===== src/rtl/vgmopl_pkg.sv =====
// Shared types and constants for the VGM OPL command parser.
// No dependencies; every other file refers to it by scoped names.
package vgmopl_pkg;

    // Stream opcodes
    localparam logic [7:0] OP_OPL1     = 8'h5B;
    localparam logic [7:0] OP_OPL2     = 8'h5A;
    localparam logic [7:0] OP_OPL3_P0  = 8'h5E;
    localparam logic [7:0] OP_OPL3_P1  = 8'h5F;
    localparam logic [7:0] OP_OPL2_2ND = 8'hAA;
    localparam logic [7:0] OP_WAIT16   = 8'h61;
    localparam logic [7:0] OP_WAIT735  = 8'h62;
    localparam logic [7:0] OP_WAIT882  = 8'h63;
    localparam logic [7:0] OP_END      = 8'h66;
    localparam logic [3:0] OP_WAITN_HI = 4'h7;

    localparam logic [15:0] WAIT_NTSC      = 16'd735;
    localparam logic [15:0] WAIT_PAL       = 16'd882;
    localparam logic [15:0] MIN_WAIT_RESET = 16'd40;

    // Configuration register indexes
    localparam int          CFG_IDX_W        = 3;
    localparam int          CFG_DATA_W       = 16;
    localparam logic [2:0]  CFG_MODE_OPL1    = 3'd0;
    localparam logic [2:0]  CFG_MODE_OPL3    = 3'd1;
    localparam logic [2:0]  CFG_MODE_DUAL    = 3'd2;
    localparam logic [2:0]  CFG_LOOP_ENABLED = 3'd3;
    localparam logic [2:0]  CFG_MIN_WAIT     = 3'd4;

    // Which mode bit gates a register write
    typedef enum logic [2:0] {
        WCLS_NONE,
        WCLS_OPL1,
        WCLS_OPL2,
        WCLS_OPL3,
        WCLS_DUAL
    } wr_class_t;

    typedef struct packed {
        logic [7:0] data_byte;
        logic       last_byte;
    } in_item_t;

    typedef struct packed {
        logic        write_valid;
        logic        chip_port;
        logic [7:0]  reg_addr;
        logic [7:0]  reg_data;
        logic [15:0] wait_ticks;
        logic        song_end;
        logic        restart;
    } out_item_t;

    // Decoded command passed from front to back
    typedef struct packed {
        wr_class_t   wr_class;
        logic        chip_port;
        logic [7:0]  reg_addr;
        logic [7:0]  reg_data;
        logic [15:0] wait_ticks;
        logic        song_end;
    } cmd_t;

    typedef struct packed {
        logic full;
        logic empty;
    } q_stat_t;

    typedef struct packed {
        logic        mode_opl1;
        logic        mode_opl3;
        logic        mode_dual;
        logic        loop_enabled;
        logic [15:0] min_wait;
    } cfg_t;

endpackage


===== src/rtl/vgm_opl_command_parser_top.sv =====
// Top level of the VGM OPL command parser: configuration registers, front, queue, back.
// Depends on vgmopl_pkg, vgmopl_front, vgmopl_fifo and vgmopl_back.
//
//   channel  direction  handshake                 payload
//   cmd      in         cmd_valid / cmd_ready     data_byte, last_byte
//   res      out        res_valid / res_ready     write_valid .. restart
//   cfg      in         cfg_we                    cfg_index, cfg_wdata
//
// One byte per cycle is taken while cmd_ready is high; a result passes through the queue
// entry and then the back result register on its way to res.
// The queue holds QUEUE_DEPTH decoded commands; cmd_ready drops only when it is full.
// Reset clears parse state, queue pointers and result valid; min_wait resets to 40.
// A stall on res fills the queue before cmd_ready falls.
module vgm_opl_command_parser_top #(
    parameter int QUEUE_DEPTH = 2
) (
    input  logic                                  clk,
    input  logic                                  rst_n,
    input  logic                                  cmd_valid,
    output logic                                  cmd_ready,
    input  vgmopl_pkg::in_item_t                  cmd,
    output logic                                  res_valid,
    input  logic                                  res_ready,
    output vgmopl_pkg::out_item_t                 res,
    input  logic                                  cfg_we,
    input  logic [vgmopl_pkg::CFG_IDX_W-1:0]      cfg_index,
    input  logic [vgmopl_pkg::CFG_DATA_W-1:0]     cfg_wdata
);

    vgmopl_pkg::cfg_t    cfg_reg;
    vgmopl_pkg::q_stat_t q_stat;
    vgmopl_pkg::cmd_t    push_cmd, pop_cmd;
    logic                push, pop;

    always_ff @(posedge clk or negedge rst_n)
    begin
        if (!rst_n)
        begin
            cfg_reg.mode_opl1    <= 1'b0;
            cfg_reg.mode_opl3    <= 1'b0;
            cfg_reg.mode_dual    <= 1'b0;
            cfg_reg.loop_enabled <= 1'b0;
            cfg_reg.min_wait     <= vgmopl_pkg::MIN_WAIT_RESET;
        end
        else if (cfg_we)
        begin
            case (cfg_index)
                vgmopl_pkg::CFG_MODE_OPL1:    cfg_reg.mode_opl1    <= cfg_wdata[0];
                vgmopl_pkg::CFG_MODE_OPL3:    cfg_reg.mode_opl3    <= cfg_wdata[0];
                vgmopl_pkg::CFG_MODE_DUAL:    cfg_reg.mode_dual    <= cfg_wdata[0];
                vgmopl_pkg::CFG_LOOP_ENABLED: cfg_reg.loop_enabled <= cfg_wdata[0];
                vgmopl_pkg::CFG_MIN_WAIT:     cfg_reg.min_wait     <= cfg_wdata;
                default: ;
            endcase
        end
    end

    vgmopl_front u_front (
        .clk       (clk),
        .rst_n     (rst_n),
        .cmd_valid (cmd_valid),
        .cmd_ready (cmd_ready),
        .cmd       (cmd),
        .q_stat    (q_stat),
        .push      (push),
        .push_cmd  (push_cmd)
    );

    vgmopl_fifo #(
        .DEPTH (QUEUE_DEPTH)
    ) u_fifo (
        .clk      (clk),
        .rst_n    (rst_n),
        .push     (push),
        .push_cmd (push_cmd),
        .pop      (pop),
        .pop_cmd  (pop_cmd),
        .stat     (q_stat)
    );

    vgmopl_back u_back (
        .clk       (clk),
        .rst_n     (rst_n),
        .cfg       (cfg_reg),
        .q_stat    (q_stat),
        .q_cmd     (pop_cmd),
        .pop       (pop),
        .res_valid (res_valid),
        .res_ready (res_ready),
        .res       (res)
    );

    a_q_stat_sane: assert property (@(posedge clk) disable iff (!rst_n)
        !(q_stat.full && q_stat.empty))
        else $error("queue reports full and empty together");

    a_no_push_when_full: assert property (@(posedge clk) disable iff (!rst_n)
        q_stat.full |-> !push)
        else $error("push into full queue");

    a_res_nonempty: assert property (@(posedge clk) disable iff (!rst_n)
        res_valid |-> (res.write_valid || res.wait_ticks != 16'd0 || res.song_end))
        else $error("empty result delivered");

    a_restart_end: assert property (@(posedge clk) disable iff (!rst_n)
        (res_valid && res.restart) |-> res.song_end)
        else $error("restart without song end");

    a_idle_write_fields: assert property (@(posedge clk) disable iff (!rst_n)
        (res_valid && !res.write_valid) |->
            (res.chip_port == 1'b0 && res.reg_addr == 8'd0 && res.reg_data == 8'd0))
        else $error("write fields set on non-write result");

endmodule


===== src/rtl/vgmopl_front.sv =====
// Front end: takes stream bytes, tracks operand phase and emits decoded commands.
// Depends on vgmopl_pkg.
module vgmopl_front (
    input  logic                 clk,
    input  logic                 rst_n,
    input  logic                 cmd_valid,
    output logic                 cmd_ready,
    input  vgmopl_pkg::in_item_t cmd,
    input  vgmopl_pkg::q_stat_t  q_stat,
    output logic                 push,
    output vgmopl_pkg::cmd_t     push_cmd
);

    typedef enum logic [1:0] {
        PH_OPCODE,
        PH_OPERAND1,
        PH_OPERAND2
    } phase_t;

    phase_t     phase_reg, phase_next;
    logic [7:0] opcode_reg, opcode_next;
    logic [7:0] operand_reg, operand_next;
    logic       accept;
    logic [7:0] b;
    vgmopl_pkg::cmd_t dec;

    assign cmd_ready = !q_stat.full;
    assign accept    = cmd_valid && cmd_ready;
    assign b         = cmd.data_byte;

    always_comb
    begin
        phase_next     = phase_reg;
        opcode_next    = opcode_reg;
        operand_next   = operand_reg;
        dec.wr_class   = vgmopl_pkg::WCLS_NONE;
        dec.chip_port  = 1'b0;
        dec.reg_addr   = operand_reg;
        dec.reg_data   = b;
        dec.wait_ticks = '0;
        dec.song_end   = cmd.last_byte;

        case (phase_reg)
            PH_OPERAND1:
            begin
                operand_next = b;
                phase_next   = PH_OPERAND2;
            end
            PH_OPERAND2:
            begin
                phase_next = PH_OPCODE;
                case (opcode_reg)
                    vgmopl_pkg::OP_WAIT16:   dec.wait_ticks = {b, operand_reg};
                    vgmopl_pkg::OP_OPL1:     dec.wr_class = vgmopl_pkg::WCLS_OPL1;
                    vgmopl_pkg::OP_OPL2:     dec.wr_class = vgmopl_pkg::WCLS_OPL2;
                    vgmopl_pkg::OP_OPL3_P0:  dec.wr_class = vgmopl_pkg::WCLS_OPL3;
                    vgmopl_pkg::OP_OPL3_P1:
                    begin
                        dec.wr_class  = vgmopl_pkg::WCLS_OPL3;
                        dec.chip_port = 1'b1;
                    end
                    vgmopl_pkg::OP_OPL2_2ND:
                    begin
                        dec.wr_class  = vgmopl_pkg::WCLS_DUAL;
                        dec.chip_port = 1'b1;
                    end
                    default: ;
                endcase
            end
            default:
            begin
                phase_next = PH_OPCODE;
                case (b)
                    vgmopl_pkg::OP_OPL1, vgmopl_pkg::OP_OPL2, vgmopl_pkg::OP_OPL3_P0,
                    vgmopl_pkg::OP_OPL3_P1, vgmopl_pkg::OP_OPL2_2ND,
                    vgmopl_pkg::OP_WAIT16:
                    begin
                        opcode_next = b;
                        phase_next  = PH_OPERAND1;
                    end
                    vgmopl_pkg::OP_WAIT735: dec.wait_ticks = vgmopl_pkg::WAIT_NTSC;
                    vgmopl_pkg::OP_WAIT882: dec.wait_ticks = vgmopl_pkg::WAIT_PAL;
                    vgmopl_pkg::OP_END:     dec.song_end   = 1'b1;
                    default:
                    begin
                        if (b[7:4] == vgmopl_pkg::OP_WAITN_HI)
                            dec.wait_ticks = {12'd0, b[3:0]} + 16'd1;
                    end
                endcase
            end
        endcase

        // end of data drops any partial command
        if (dec.song_end)
            phase_next = PH_OPCODE;
    end

    // Only forward bytes that can yield a result
    assign push     = accept && (dec.wr_class != vgmopl_pkg::WCLS_NONE ||
                                 dec.wait_ticks != '0 || dec.song_end);
    assign push_cmd = dec;

    always_ff @(posedge clk or negedge rst_n)
    begin
        if (!rst_n)
        begin
            phase_reg   <= PH_OPCODE;
            opcode_reg  <= '0;
            operand_reg <= '0;
        end
        else if (accept)
        begin
            phase_reg   <= phase_next;
            opcode_reg  <= opcode_next;
            operand_reg <= operand_next;
        end
    end

endmodule


===== src/rtl/vgmopl_fifo.sv =====
// Short command queue between the front and back ends.
// Depends on vgmopl_pkg for the command and status types.
module vgmopl_fifo #(
    parameter int DEPTH = 2
) (
    input  logic                clk,
    input  logic                rst_n,
    input  logic                push,
    input  vgmopl_pkg::cmd_t    push_cmd,
    input  logic                pop,
    output vgmopl_pkg::cmd_t    pop_cmd,
    output vgmopl_pkg::q_stat_t stat
);

    localparam int PTR_W = (DEPTH > 1) ? $clog2(DEPTH) : 1;
    localparam int CNT_W = $clog2(DEPTH + 1);

    vgmopl_pkg::cmd_t mem [DEPTH];
    logic [PTR_W-1:0] wr_ptr_reg, rd_ptr_reg;
    logic [CNT_W-1:0] count_reg;

    function automatic logic [PTR_W-1:0] ptr_inc(input logic [PTR_W-1:0] p);
        ptr_inc = (p == PTR_W'(DEPTH - 1)) ? '0 : p + 1'b1;
    endfunction

    assign stat.full  = (count_reg == CNT_W'(DEPTH));
    assign stat.empty = (count_reg == '0);
    assign pop_cmd    = mem[rd_ptr_reg];

    always_ff @(posedge clk)
    begin
        if (push)
            mem[wr_ptr_reg] <= push_cmd;
    end

    always_ff @(posedge clk or negedge rst_n)
    begin
        if (!rst_n)
        begin
            wr_ptr_reg <= '0;
            rd_ptr_reg <= '0;
            count_reg  <= '0;
        end
        else
        begin
            if (push)
                wr_ptr_reg <= ptr_inc(wr_ptr_reg);
            if (pop)
                rd_ptr_reg <= ptr_inc(rd_ptr_reg);
            if (push && !pop)
                count_reg <= count_reg + 1'b1;
            else if (pop && !push)
                count_reg <= count_reg - 1'b1;
        end
    end

endmodule


===== src/rtl/vgmopl_back.sv =====
// Back end: applies chip-mode and minimum-wait filters and holds the result register.
// Depends on vgmopl_pkg.
module vgmopl_back (
    input  logic                  clk,
    input  logic                  rst_n,
    input  vgmopl_pkg::cfg_t      cfg,
    input  vgmopl_pkg::q_stat_t   q_stat,
    input  vgmopl_pkg::cmd_t      q_cmd,
    output logic                  pop,
    output logic                  res_valid,
    input  logic                  res_ready,
    output vgmopl_pkg::out_item_t res
);

    logic                  res_valid_reg, res_valid_next;
    vgmopl_pkg::out_item_t res_reg, res_next;
    logic                  wr_ok;
    logic [15:0]           wait_f;
    logic                  has_result;

    always_comb
    begin
        case (q_cmd.wr_class)
            vgmopl_pkg::WCLS_OPL1: wr_ok = cfg.mode_opl1;
            vgmopl_pkg::WCLS_OPL2: wr_ok = !cfg.mode_opl3;
            vgmopl_pkg::WCLS_OPL3: wr_ok = cfg.mode_opl3;
            vgmopl_pkg::WCLS_DUAL: wr_ok = cfg.mode_dual;
            default:               wr_ok = 1'b0;
        endcase
    end

    // drop short waits
    assign wait_f     = (q_cmd.wait_ticks < cfg.min_wait) ? '0 : q_cmd.wait_ticks;
    assign has_result = wr_ok || wait_f != '0 || q_cmd.song_end;
    assign pop        = !q_stat.empty && (!res_valid_reg || res_ready);

    always_comb
    begin
        res_next.write_valid = wr_ok;
        res_next.chip_port   = wr_ok & q_cmd.chip_port;
        res_next.reg_addr    = wr_ok ? q_cmd.reg_addr : '0;
        res_next.reg_data    = wr_ok ? q_cmd.reg_data : '0;
        res_next.wait_ticks  = wait_f;
        res_next.song_end    = q_cmd.song_end;
        res_next.restart     = q_cmd.song_end & cfg.loop_enabled;

        res_valid_next = res_valid_reg && !res_ready;
        if (pop && has_result)
            res_valid_next = 1'b1;
    end

    always_ff @(posedge clk or negedge rst_n)
    begin
        if (!rst_n)
            res_valid_reg <= 1'b0;
        else
            res_valid_reg <= res_valid_next;
    end

    always_ff @(posedge clk)
    begin
        if (pop && has_result)
            res_reg <= res_next;
    end

    assign res_valid = res_valid_reg;
    assign res       = res_reg;

endmodule


===== config.mk =====
export PLATFORM = sky130hd
export DESIGN_NAME = vgm_opl_command_parser_top
export DESIGN_NICKNAME = d
export VERILOG_FILES = /design/src/rtl/vgmopl_pkg.sv /design/src/rtl/vgm_opl_command_parser_top.sv /design/src/rtl/vgmopl_front.sv /design/src/rtl/vgmopl_fifo.sv /design/src/rtl/vgmopl_back.sv
export SDC_FILE = /design/constraint.sdc
export NUM_CORES = 1
export LEC_CHECK = 0
export BUFFER_PORTS_ARGS = -buffer_cell sky130_fd_sc_hd__buf_2
export CAP_MARGIN = 20
export CORE_UTILIZATION = 65
export CTS_BUF_LIST = sky130_fd_sc_hd__clkbuf_2 sky130_fd_sc_hd__clkbuf_4 sky130_fd_sc_hd__clkbuf_8
export DETAILED_ROUTE_END_ITERATION = 10
export GPL_TIMING_DRIVEN = 0
export PLACE_DENSITY = 0.89
export SLEW_MARGIN = 0
export SYNTH_ARGS = -nofsm -noshare
export SYNTH_HDL_FRONTEND = slang
export SYNTH_SLANG_ARGS = --single-unit

===== constraint.sdc =====
create_clock -name clk -period 12.42 [get_ports clk]
set_input_delay 2.484 -clock clk [delete_from_list [all_inputs] [get_ports clk]]
set_output_delay 2.484 -clock clk [all_outputs]
set_load 0.005 [all_outputs]

==> impl_results.md, run 1 <==
* Post-synthesis async set-or-reset flop share at 28.1%
* Vias in the first global route at 4,356
* Average vias per placed instance at 6.02
* Clock Sink Count at 153
* Adder-Cell Fraction of Synth Area at 4.12%
* Req. time, crit path at 12.80 ns
* Post-Syn Nets at 548
* Largest area contributor in the netlist: edfxtp_1
* # nets final at 641
* Initial antenna violation count at 0
* Critical Path AT at 5.16 ns
* First-pass GRT wire length at 22.0 mm
* Main flop type after synthesis: edfxtp_1
* Worst Skew at 0.0124 ns
* Cell Area, Synth at 0.00668 mm²
* Std-Cell Core Area at 0.00986 mm²
* Cell count after synthesis at 493
* RSZ-0062 raised after global routing: no
* TNS Setup at 0 ns
* Leak pwr at 3.26 nW
* Synth area leaders: edfxtp_1 49%, dfrtp_1 15%, mux2i_1 5.2%
* Reg-to-reg critical path endpoint: u_back.res[29]
* Wirelength per Cell at 19.6 µm
* Status: finished clean
* Root Driver: clkbuf_8
* Netlist cell types at 61
* Min-Delay Endpoint: u_fifo.count_reg[1]
* I/O Pins at 71
* Starting Density at 67.7%
* CP endpoint kind: flop
* Mux contribution to synthesized area at 8.96%
* Post-CTS Hold Buffers at 0
* Ys Warns at 0
* Inst Count DP at 699
* DRT iter0 DRCs at 249
* Crit Path Class: in2reg
* Final Cell Area at 0.00775 mm²
* Max-Cap Viols at 0
* R2R setup slack at 8.33 ns
* DP Wirelength at 9.52 mm
* CTS resizes at 0
* Largest family of logic cells by synthesized area: simple AND/OR/NAND/NOR gates
* CTS tree: built
* Overall Global Routing Usage at 29.1%
* Fmax at 209 MHz
* WHS Path Cells at 1
* Utilization after layout at 78.6%
* Post-synthesis sequential area ratio at 65.6%
* Number of synthesized register bits at 153
* H-tree depth at 4
* Antenna cells at 0
* Final min period at 4.78 ns
* Clk slew on worst S/H paths at 0.08 ns
* Number of port buffers at 70
* Global route overflow at 0
* Synth Area in Simple Gates at 10.6%
* CP startpoint kind: primary input
* VDD IR max at 0.104 mV
* Top-area cell type share of the netlist area at 49.5%
* Layout area overhead at 16.1%
* Routed Antenna Nets at 0
* Post-synth EDFFs at 110
* Die width at 103 µm
* Routability cong. at 0.913
* Worst r2r path cells at 12
* Dpl ws at 7.20 ns
* Vias after detailed routing at 4,405
* Hold WC Path Type: reg2reg
* Total Wirelength at 14.4 mm
* Residual DRC count at 0
* Hold Path Origin: u_fifo.count_reg[1]
* Final worst slack at 7.64 ns
* Buffer depth of the longest clock path at 2
* Layout cell share with drive strength beyond 1 at 23.2%
* Post-Place Cell Area at 0.00729 mm²
* PwrDens at 223 mW/mm²
* Die area at 0.0107 mm²
* Worst rel slew slack at 59.9%
* First-pass iteration count of the detailed router at 6
* Final Hold Fails at 0
* Largest register FFs at 74
* Final period util at 38.5%
* Largest net degree at the start of global routing at 44
* Final non-filler cell total at 732
* XOR/XNOR share of the synthesized area at 0.900%
* CP Max Fanout at 10
* Final count of pins violating max slew at 0
* Slew of the pin with the lowest slew margin at 0.598 ns
* Worst-skew pair later-pin latency at 0.46 ns
* Syn Area/Cell at 13.5 µm²
* Row cnt at 36
* Final setup vio count at 0
* CTS buffer count at 17
* Post-CTS setup buffer count at 0
* Compound-cell area share of the yosys netlist at 6.52%
* Die Ht at 103 µm
* Origin of the critical flop-to-flop path: u_fifo.rd_ptr_reg
-- placed cells by master (no fill, tap or decap), types with 4 or more instances in the layout --
cell type and instances:
dfrtp_1 41, edfxtp_1 110, a21oi_1 9, inv_1 35, and2_1 9, nand2_1 37, nor3b_1 4, clkbuf_1 9
o22ai_1 5, nor4_1 5, mux2_1 8, mux2i_1 35, clkbuf_8 18, o21ai_0 22, mux2_2 14, ha_1 22
nor4bb_1 5, nand2b_1 4, bufinv_16 4, nand3_1 7, nor2_1 40, buf_2 74
-- worst max-delay path by stage --
stage | startpoint | end | slack, ns
after floorplan | cmd[1] | u_fifo.mem[0][0] | 6.98
after global placement | cmd[2] | u_fifo.mem[0][28] | 6.02
after CTS | cmd[1] | u_fifo.count_reg[1] | 7.65
after detailed placement | cmd[1] | u_fifo.count_reg[1] | 7.20
after global routing | cmd[1] | u_fifo.count_reg[1] | 7.52
final | cmd[1] | u_fifo.count_reg[1] | 7.64
-- cells in the mapped netlist (all sizes together), types with 2 or more instances --
cell / n
o31ai: 2
inv: 37
and4: 2
nand3: 8
nand2b: 4
mux2i: 35
dfstp: 2
a21o: 3
o221ai: 2
nor4b: 2
edfxtp: 110
dfrtp: 41
nor2b: 3
nor4bb: 5
o31a: 3
nor4: 5
nor3: 4
a221o: 2
xnor2: 3
nor2: 42
o22ai: 6
a211oi: 2
nor3b: 4
mux2: 22
buf: 7
and2: 9
xor2: 3
nand2: 37
a21oi: 10
a31oi: 2
and3: 2
ha: 22
o21ai: 24
clkbuf: 9
nand4: 3
-- logic make-up (layout without fill, tap and decap cells) --
family	count (synthesis)	in the layout
adders and majority gates	22	22
xor gates and xnor gates	6	6
AOI/OAI and AO/OA	65	65
buffers and inverters	53	159
and+or+nand+nor	137	137
muxes	57	57
DFF	153	153
-- per-layer routing --
metal	GRT usage (%)	up-vias	part of all wire, %	routed length (µm)
met3	7.33	40	5.8	841
met5	0	-	0	0
met1	34.9	2174	41	5840
li1	-	1989	-	-
met2	49.2	202	50	7260
met4	14.4	0	3.0	438
-- per-stage QoR --
stage	hold slack (ns)	total power [mW]
2_1_floorplan	0.466	1.10
5_1_grt	0.548	1.81
4_1_cts	0.524	1.73
3_5_place_dp	0.508	1.31
6_report	0.524	1.73
3_3_place_gp	0.479	1.24
-- area by class of cell --
| cell class | count | area [µm²] |
|---|---|---|
| fill | 541 | 2110 |
| clock inverter | 14 | 195 |
| timing repair buffer | 74 | 438 |
| sequential | 153 | 4380 |
| buffer | 16 | 80.1 |
| tap | 133 | 166 |
| clock buffer | 18 | 248 |
| inverter | 37 | 139 |
| multi-input combinational | 287 | 2100 |
-- critical path, cell delays in order --
cell and delay (ns):
buf_2 0.22, inv_1 0.12, ha_1 0.26, and3b_1 0.21, and4b_4 0.23, a2111o_1 0.42, o31ai_4 0.40, inv_2 0.11
ha_1 0.25, xor2_1 0.16, nor2_1 0.13, xor2_1 0.16
-- where the power goes --
group | switching [mW] | internal [mW] | leakage, nW
logic | 0.307 | 0.210 | 1.45
registers | 0.0631 | 0.734 | 1.59
clock network | 0.189 | 0.225 | 0.213
total | 0.559 | 1.17 | 3.26
No activity file was read; power rests on OpenSTA's default activity.
==> run 2, diff against run 1 <==
Settings changed: CORE_UTILIZATION 65 to 55, PLACE_DENSITY 0.89 to 0.8.
Clock period 12.42 ns to 4 ns, I/O delays scaled along.
==> run 2 against run 1 <==
Net effect:
- critical path depth is the same
- highest routed layer unchanged
- the run now ends with design-rule violations left
- power grew to 3.0 times the previous value
- hold slack lost 0.37 ns
- critical path type is now reg2reg
- combinational power grew to 3.1 times the previous value
- core utilization shrank 12 points
- first-iteration DRC count grew 47%
==> impl_results.md, run 2 (synthesis results as in run 1) <==
* Final worst slack at 0.222 ns
* Worst rel slew slack at 57.0%
* Row cnt at 39
* Root Driver: clkbuf_8
* Average vias per placed instance at 5.84
* Final Hold Fails at 0
* VDD IR max at 0.363 mV
* Final Cell Area at 0.00776 mm²
* Std-Cell Core Area at 0.0116 mm²
* Final setup vio count at 0
* Register area at 0.00438 mm²
* Routability cong. at 0.935
* Reg-to-reg critical path endpoint: u_back.res[6]
* Worst r2r path cells at 12
* Wirelength per Cell at 17.8 µm
* Number of port buffers at 70
* Buffer depth of the longest clock path at 2
* Leak pwr at 3.26 nW
* Starting Density at 57.5%
* Post-Place Cell Area at 0.00731 mm²
* Slew of the pin with the lowest slew margin at 0.641 ns
* Die Ht at 112 µm
* Vias after detailed routing at 4,339
* PwrDens at 676 mW/mm²
* CTS tree: built
* R2R setup slack at 0.22 ns
* Max-Cap Viols at 0
* CP Max Fanout at 10
* Final min period at 3.78 ns
* Clock Sink Count at 153
* Clk slew on worst S/H paths at 0.09 ns
* Hold slack at 0.151 ns
* Die width at 112 µm
* Crit Path Class: reg2reg
* Residual DRC count at 3
* Total power at 5.24 mW
* Critical Path AT at 3.97 ns
* Total Wirelength at 13.2 mm
* Status: complete, but fails checks
* Origin of the critical flop-to-flop path: u_fifo.rd_ptr_reg
* Layout cell share with drive strength beyond 1 at 23.7%
* Antenna cells at 0
* Overall Global Routing Usage at 22.3%
* Global route overflow at 0
* Final period util at 94.5%
* CTS buffer count at 17
* Worst Skew at 0.0143 ns
* Hold WC Path Type: in2async
* Commonest non-fill, non-tap cell in the layout: edfxtp_1
* Routed Antenna Nets at 0
* I/O Pins at 71
* Worst-skew pair later-pin latency at 0.45 ns
* Failing checks: design-rule violations
* DRT iter0 DRCs at 365
* # nets final at 642
* TNS Setup at 0 ns
* Final count of pins violating max slew at 0
* Die area at 0.0126 mm²
* Multi-input gate area at 0.00212 mm²
* Most frequent cells in the layout: 110 x edfxtp_1, 74 x buf_2, 41 x dfrtp_1, 40 x nor2_1, 37 x nand2_1
* Layout area overhead at 16.2%
* Initial antenna violation count at 0
* CP startpoint kind: flop
* RSZ-0062 raised after global routing: no
* H-tree depth at 4
* Largest net degree at the start of global routing at 44
* FILL cells at 820
* First-pass iteration count of the detailed router at 8
* CP endpoint kind: flop
* Req. time, crit path at 4.19 ns
* Fmax at 265 MHz
* DP Wirelength at 9.18 mm
* Vias in the first global route at 4,349
* Largest register FFs at 74
* First-pass GRT wire length at 21.1 mm
* Dpl ws at 0.0394 ns
run 2: cell count changes in the layout (fill, tap and decap cells not counted), sizes merged:
cell	previous run	this run
clkbuf	27	26
clkinvlp	3	1
inv	39	40
buf	81	82
clkinv	5	8
bufinv	4	3
run 2: through the flow:
stage	utilization (%)	cells
2_1_floorplan	-	493
3_3_place_gp	62.1	706
3_5_place_dp	62.9	709
4_1_cts	66.5	742
5_1_grt	66.8	743
6_report	66.8	743
run 2: final cells by class:
cell class              instances  share of cell area (%)
clock inverters                15                    2.24
clock buffers                  17                    3.02
multi-input cells             287                    27.3
well taps                     143                    2.31
repair buffers                 75                    5.84
plain buffers                  16                    1.05
inverters                      37                    1.79
flip-flops and latches        153                    56.5
run 2: what timing repair did:
item | CTS | global route
pin swaps | 1 | 0
buffers inserted | 1 | 0
hold buffers | 0 | 0
resized for setup | 0 | 4
endpoints found under the setup margin | 3 | 12
run 2: worst max-delay path by stage:
| stage | start | end | slack [ns] | cells past startpoint |
|---|---|---|---|---|
| after floorplan | u_fifo.rd_ptr_reg | u_back.res[0] | 0.09 | 11 |
| after global placement | cmd[1] | u_fifo.mem[0][28] | -0.81 | 8 |
| after detailed placement | u_fifo.rd_ptr_reg | u_back.res[33] | 0.04 | 12 |
| after CTS | u_fifo.rd_ptr_reg | u_back.res[4] | 0.01 | 12 |
| after global routing | u_fifo.rd_ptr_reg | u_back.res[19] | 0.09 | 12 |
| final | u_fifo.rd_ptr_reg | u_back.res[6] | 0.22 | 12 |
run 2: layer usage:
layer / part of all wire [%] / track usage, %
met2: 51 / 37.8
met5: 0 / 0
met3: 6.1 / 4.70
met1: 40 / 27.2
met4: 3.0 / 11.7
run 2: worst max-delay path: stages (launching register included):
cell and delay (ns):
dfrtp_1 0.32, buf_2 0.15, buf_4 0.23, buf_2 0.31, buf_2 0.35, mux2_1 0.42, ha_1 0.31, nand2_1 0.07
o21ai_1 0.06, a221o_1 0.45, nor3_4 0.43, clkbuf_2 0.32, nor2_1 0.09
run 2: power by group:
group	internal (mW)	leakage, nW	switching (mW)
logic	0.663	1.46	0.923
registers	2.28	1.59	0.176
clock network	0.618	0.208	0.589
==> run 3, diff against run 2 <==
Settings changed: CTS_BUF_LIST sky130_fd_sc_hd__clkbuf_2 sky130_fd_sc_hd__clkbuf_4 sky130_fd_sc_hd__clkbuf_8 to sky130_fd_sc_hd__clkbuf_4.
==> run 3 against run 2 <==
Net effect:
- the flow still finishes with violations (design-rule violations)
- critical path depth unchanged
- hold slack improved by 0.31 ns
- non-clock buffer count increased by 1
- die area unchanged
- sequential share of layout area is 0.71 points higher
- power shrank 4.3%
- final area is 1.2% lower
- first-iteration DRC count up 15%
- wire length decreased by 1.6%
- cell count rose by 0.13%
- critical path type unchanged
- critical endpoint is now u_back.res[7]
- largest cell class unchanged
- highest routed layer unchanged
==> impl_results.md, run 3 (synthesis results as in run 1) <==
* Status: complete, but fails checks
* Failing checks: design-rule violations
* Starting Density at 57.5%
* Final non-filler cell total at 744
* Multi-input gate area at 0.00212 mm²
* Final period util at 94.1%
* TNS Setup at 0 ns
* Final Cell Area at 0.00766 mm²
* CP startpoint kind: flop
* Row cnt at 39
* Number of port buffers at 70
* Buffer depth of the longest clock path at 2
* Antenna cells at 0
* Leak pwr at 3.22 nW
* Worst Skew at 0.0276 ns
* Largest net degree at the start of global routing at 44
* Layout area overhead at 14.7%
* Final worst slack at 0.237 ns
* Commonest non-fill, non-tap cell in the layout: edfxtp_1
* Final count of pins violating max slew at 0
* CTS buffer count at 17
* FILL cells at 833
* Max-Cap Viols at 0
* # nets final at 643
* CP Max Fanout at 10
* Std-Cell Core Area at 0.0116 mm²
* Die Ht at 112 µm
* Worst-skew pair later-pin latency at 0.54 ns
* Slew of the pin with the lowest slew margin at 0.632 ns
* Worst rel slew slack at 57.6%
* VDD IR max at 0.306 mV
* PwrDens at 655 mW/mm²
* Dpl ws at 0.0394 ns
* Critical Path AT at 4.05 ns
* Post-Place Cell Area at 0.00731 mm²
* First-pass GRT wire length at 20.9 mm
* Initial antenna violation count at 0
* I/O Pins at 71
* Req. time, crit path at 4.28 ns
* H-tree depth at 4
* Average vias per placed instance at 5.75
* Root Driver: clkbuf_4
* Hold WC Path Type: in2reg
* Fmax at 266 MHz
* First-pass iteration count of the detailed router at 11
* DRT iter0 DRCs at 418
* Routed Antenna Nets at 0
* Wirelength per Cell at 17.4 µm
* Most frequent cells in the layout: 110 x edfxtp_1, 74 x buf_2, 41 x dfrtp_1, 40 x nor2_1, 37 x nand2_1
* Vias in the first global route at 4,282
* Hold slack at 0.459 ns
* Clk slew on worst S/H paths at 0.13 ns
* Die area at 0.0126 mm²
* CP endpoint kind: flop
* Overall Global Routing Usage at 22.0%
* Final setup vio count at 0
* DP Wirelength at 9.18 mm
* Total Wirelength at 13.0 mm
* Total power at 5.02 mW
* Final min period at 3.76 ns
* Global route overflow at 0
* RSZ-0062 raised after global routing: no
* Register area at 0.00438 mm²
* Utilization after layout at 66.0%
* Final Hold Fails at 0
* Crit Path Class: reg2reg
* Clock Sink Count at 153
* Largest register FFs at 74
* Routability cong. at 0.935
* Layout cell share with drive strength beyond 1 at 23.6%
* Die width at 112 µm
* Residual DRC count at 3
* Inst Count DP at 709
* CTS tree: built
* Vias after detailed routing at 4,276
## run 3: cell count changes in the layout (fill, tap and decap cells not counted), sizes merged
cell | before | now
dlygate4sd3 | 0 | 1
## run 3: critical path, cell delays in order (launching register included)
cell and delay (ns):
dfrtp_1 0.34, buf_2 0.16, buf_4 0.22, buf_2 0.31, buf_2 0.35, mux2_1 0.42
ha_1 0.31, nand2_1 0.07, o21ai_1 0.06, a221o_1 0.45, nor3_4 0.43, clkbuf_2 0.32
nor2_1 0.08
## run 3: area by class of cell
cell class	count	share of cell area, %
Clock buffer	17	1.67
Timing Repair Buffer	76	6.04
Clock inverter	15	2.27
Buffer	16	1.06
Sequential cell	153	57.2
Multi-Input combinational cell	287	27.6
Inverter	37	1.81
Tap cell	143	2.34
## run 3: per-layer routing
metal	vias up	part of all wire, %	global-route usage [%]
met3	24	6.9	5.62
met4	0	2.1	9.16
met2	147	51	37.5
li1	1996	-	-
met5	-	0	0
met1	2109	40	26.9
## run 3: final timing paths
check / startpoint / endpoint / slack (ns) / cells after the start
max in group asynchronous: rst_n / cfg_reg[3] / 2.91 / 3
min reg2reg: u_fifo.count_reg[1] / u_fifo.count_reg[1] / 0.51 / 1
min: cfg_wdata[13] / cfg_reg[13] / 0.46 / 3
min in group asynchronous: rst_n / cfg_reg[15] / 0.59 / 2
max: u_fifo.rd_ptr_reg / u_back.res[7] / 0.24 / 12
max reg2reg: u_fifo.rd_ptr_reg / u_back.res[7] / 0.24 / 12
## run 3: power breakdown
group / switching [mW] / internal [mW]
combinational: 0.914 / 0.663
clock: 0.558 / 0.435
sequential: 0.175 / 2.27
total: 1.65 / 3.37
## run 3: repair_timing
item | CTS | global route
setup buffers | 1 | 0
hold buffers | 0 | 1
pin swaps | 1 | 0
gates resized for setup | 0 | 4
gates cloned | 0 | 0
endpoints found under the setup margin | 4 | 38
endpoints found under the hold margin | 0 | 3
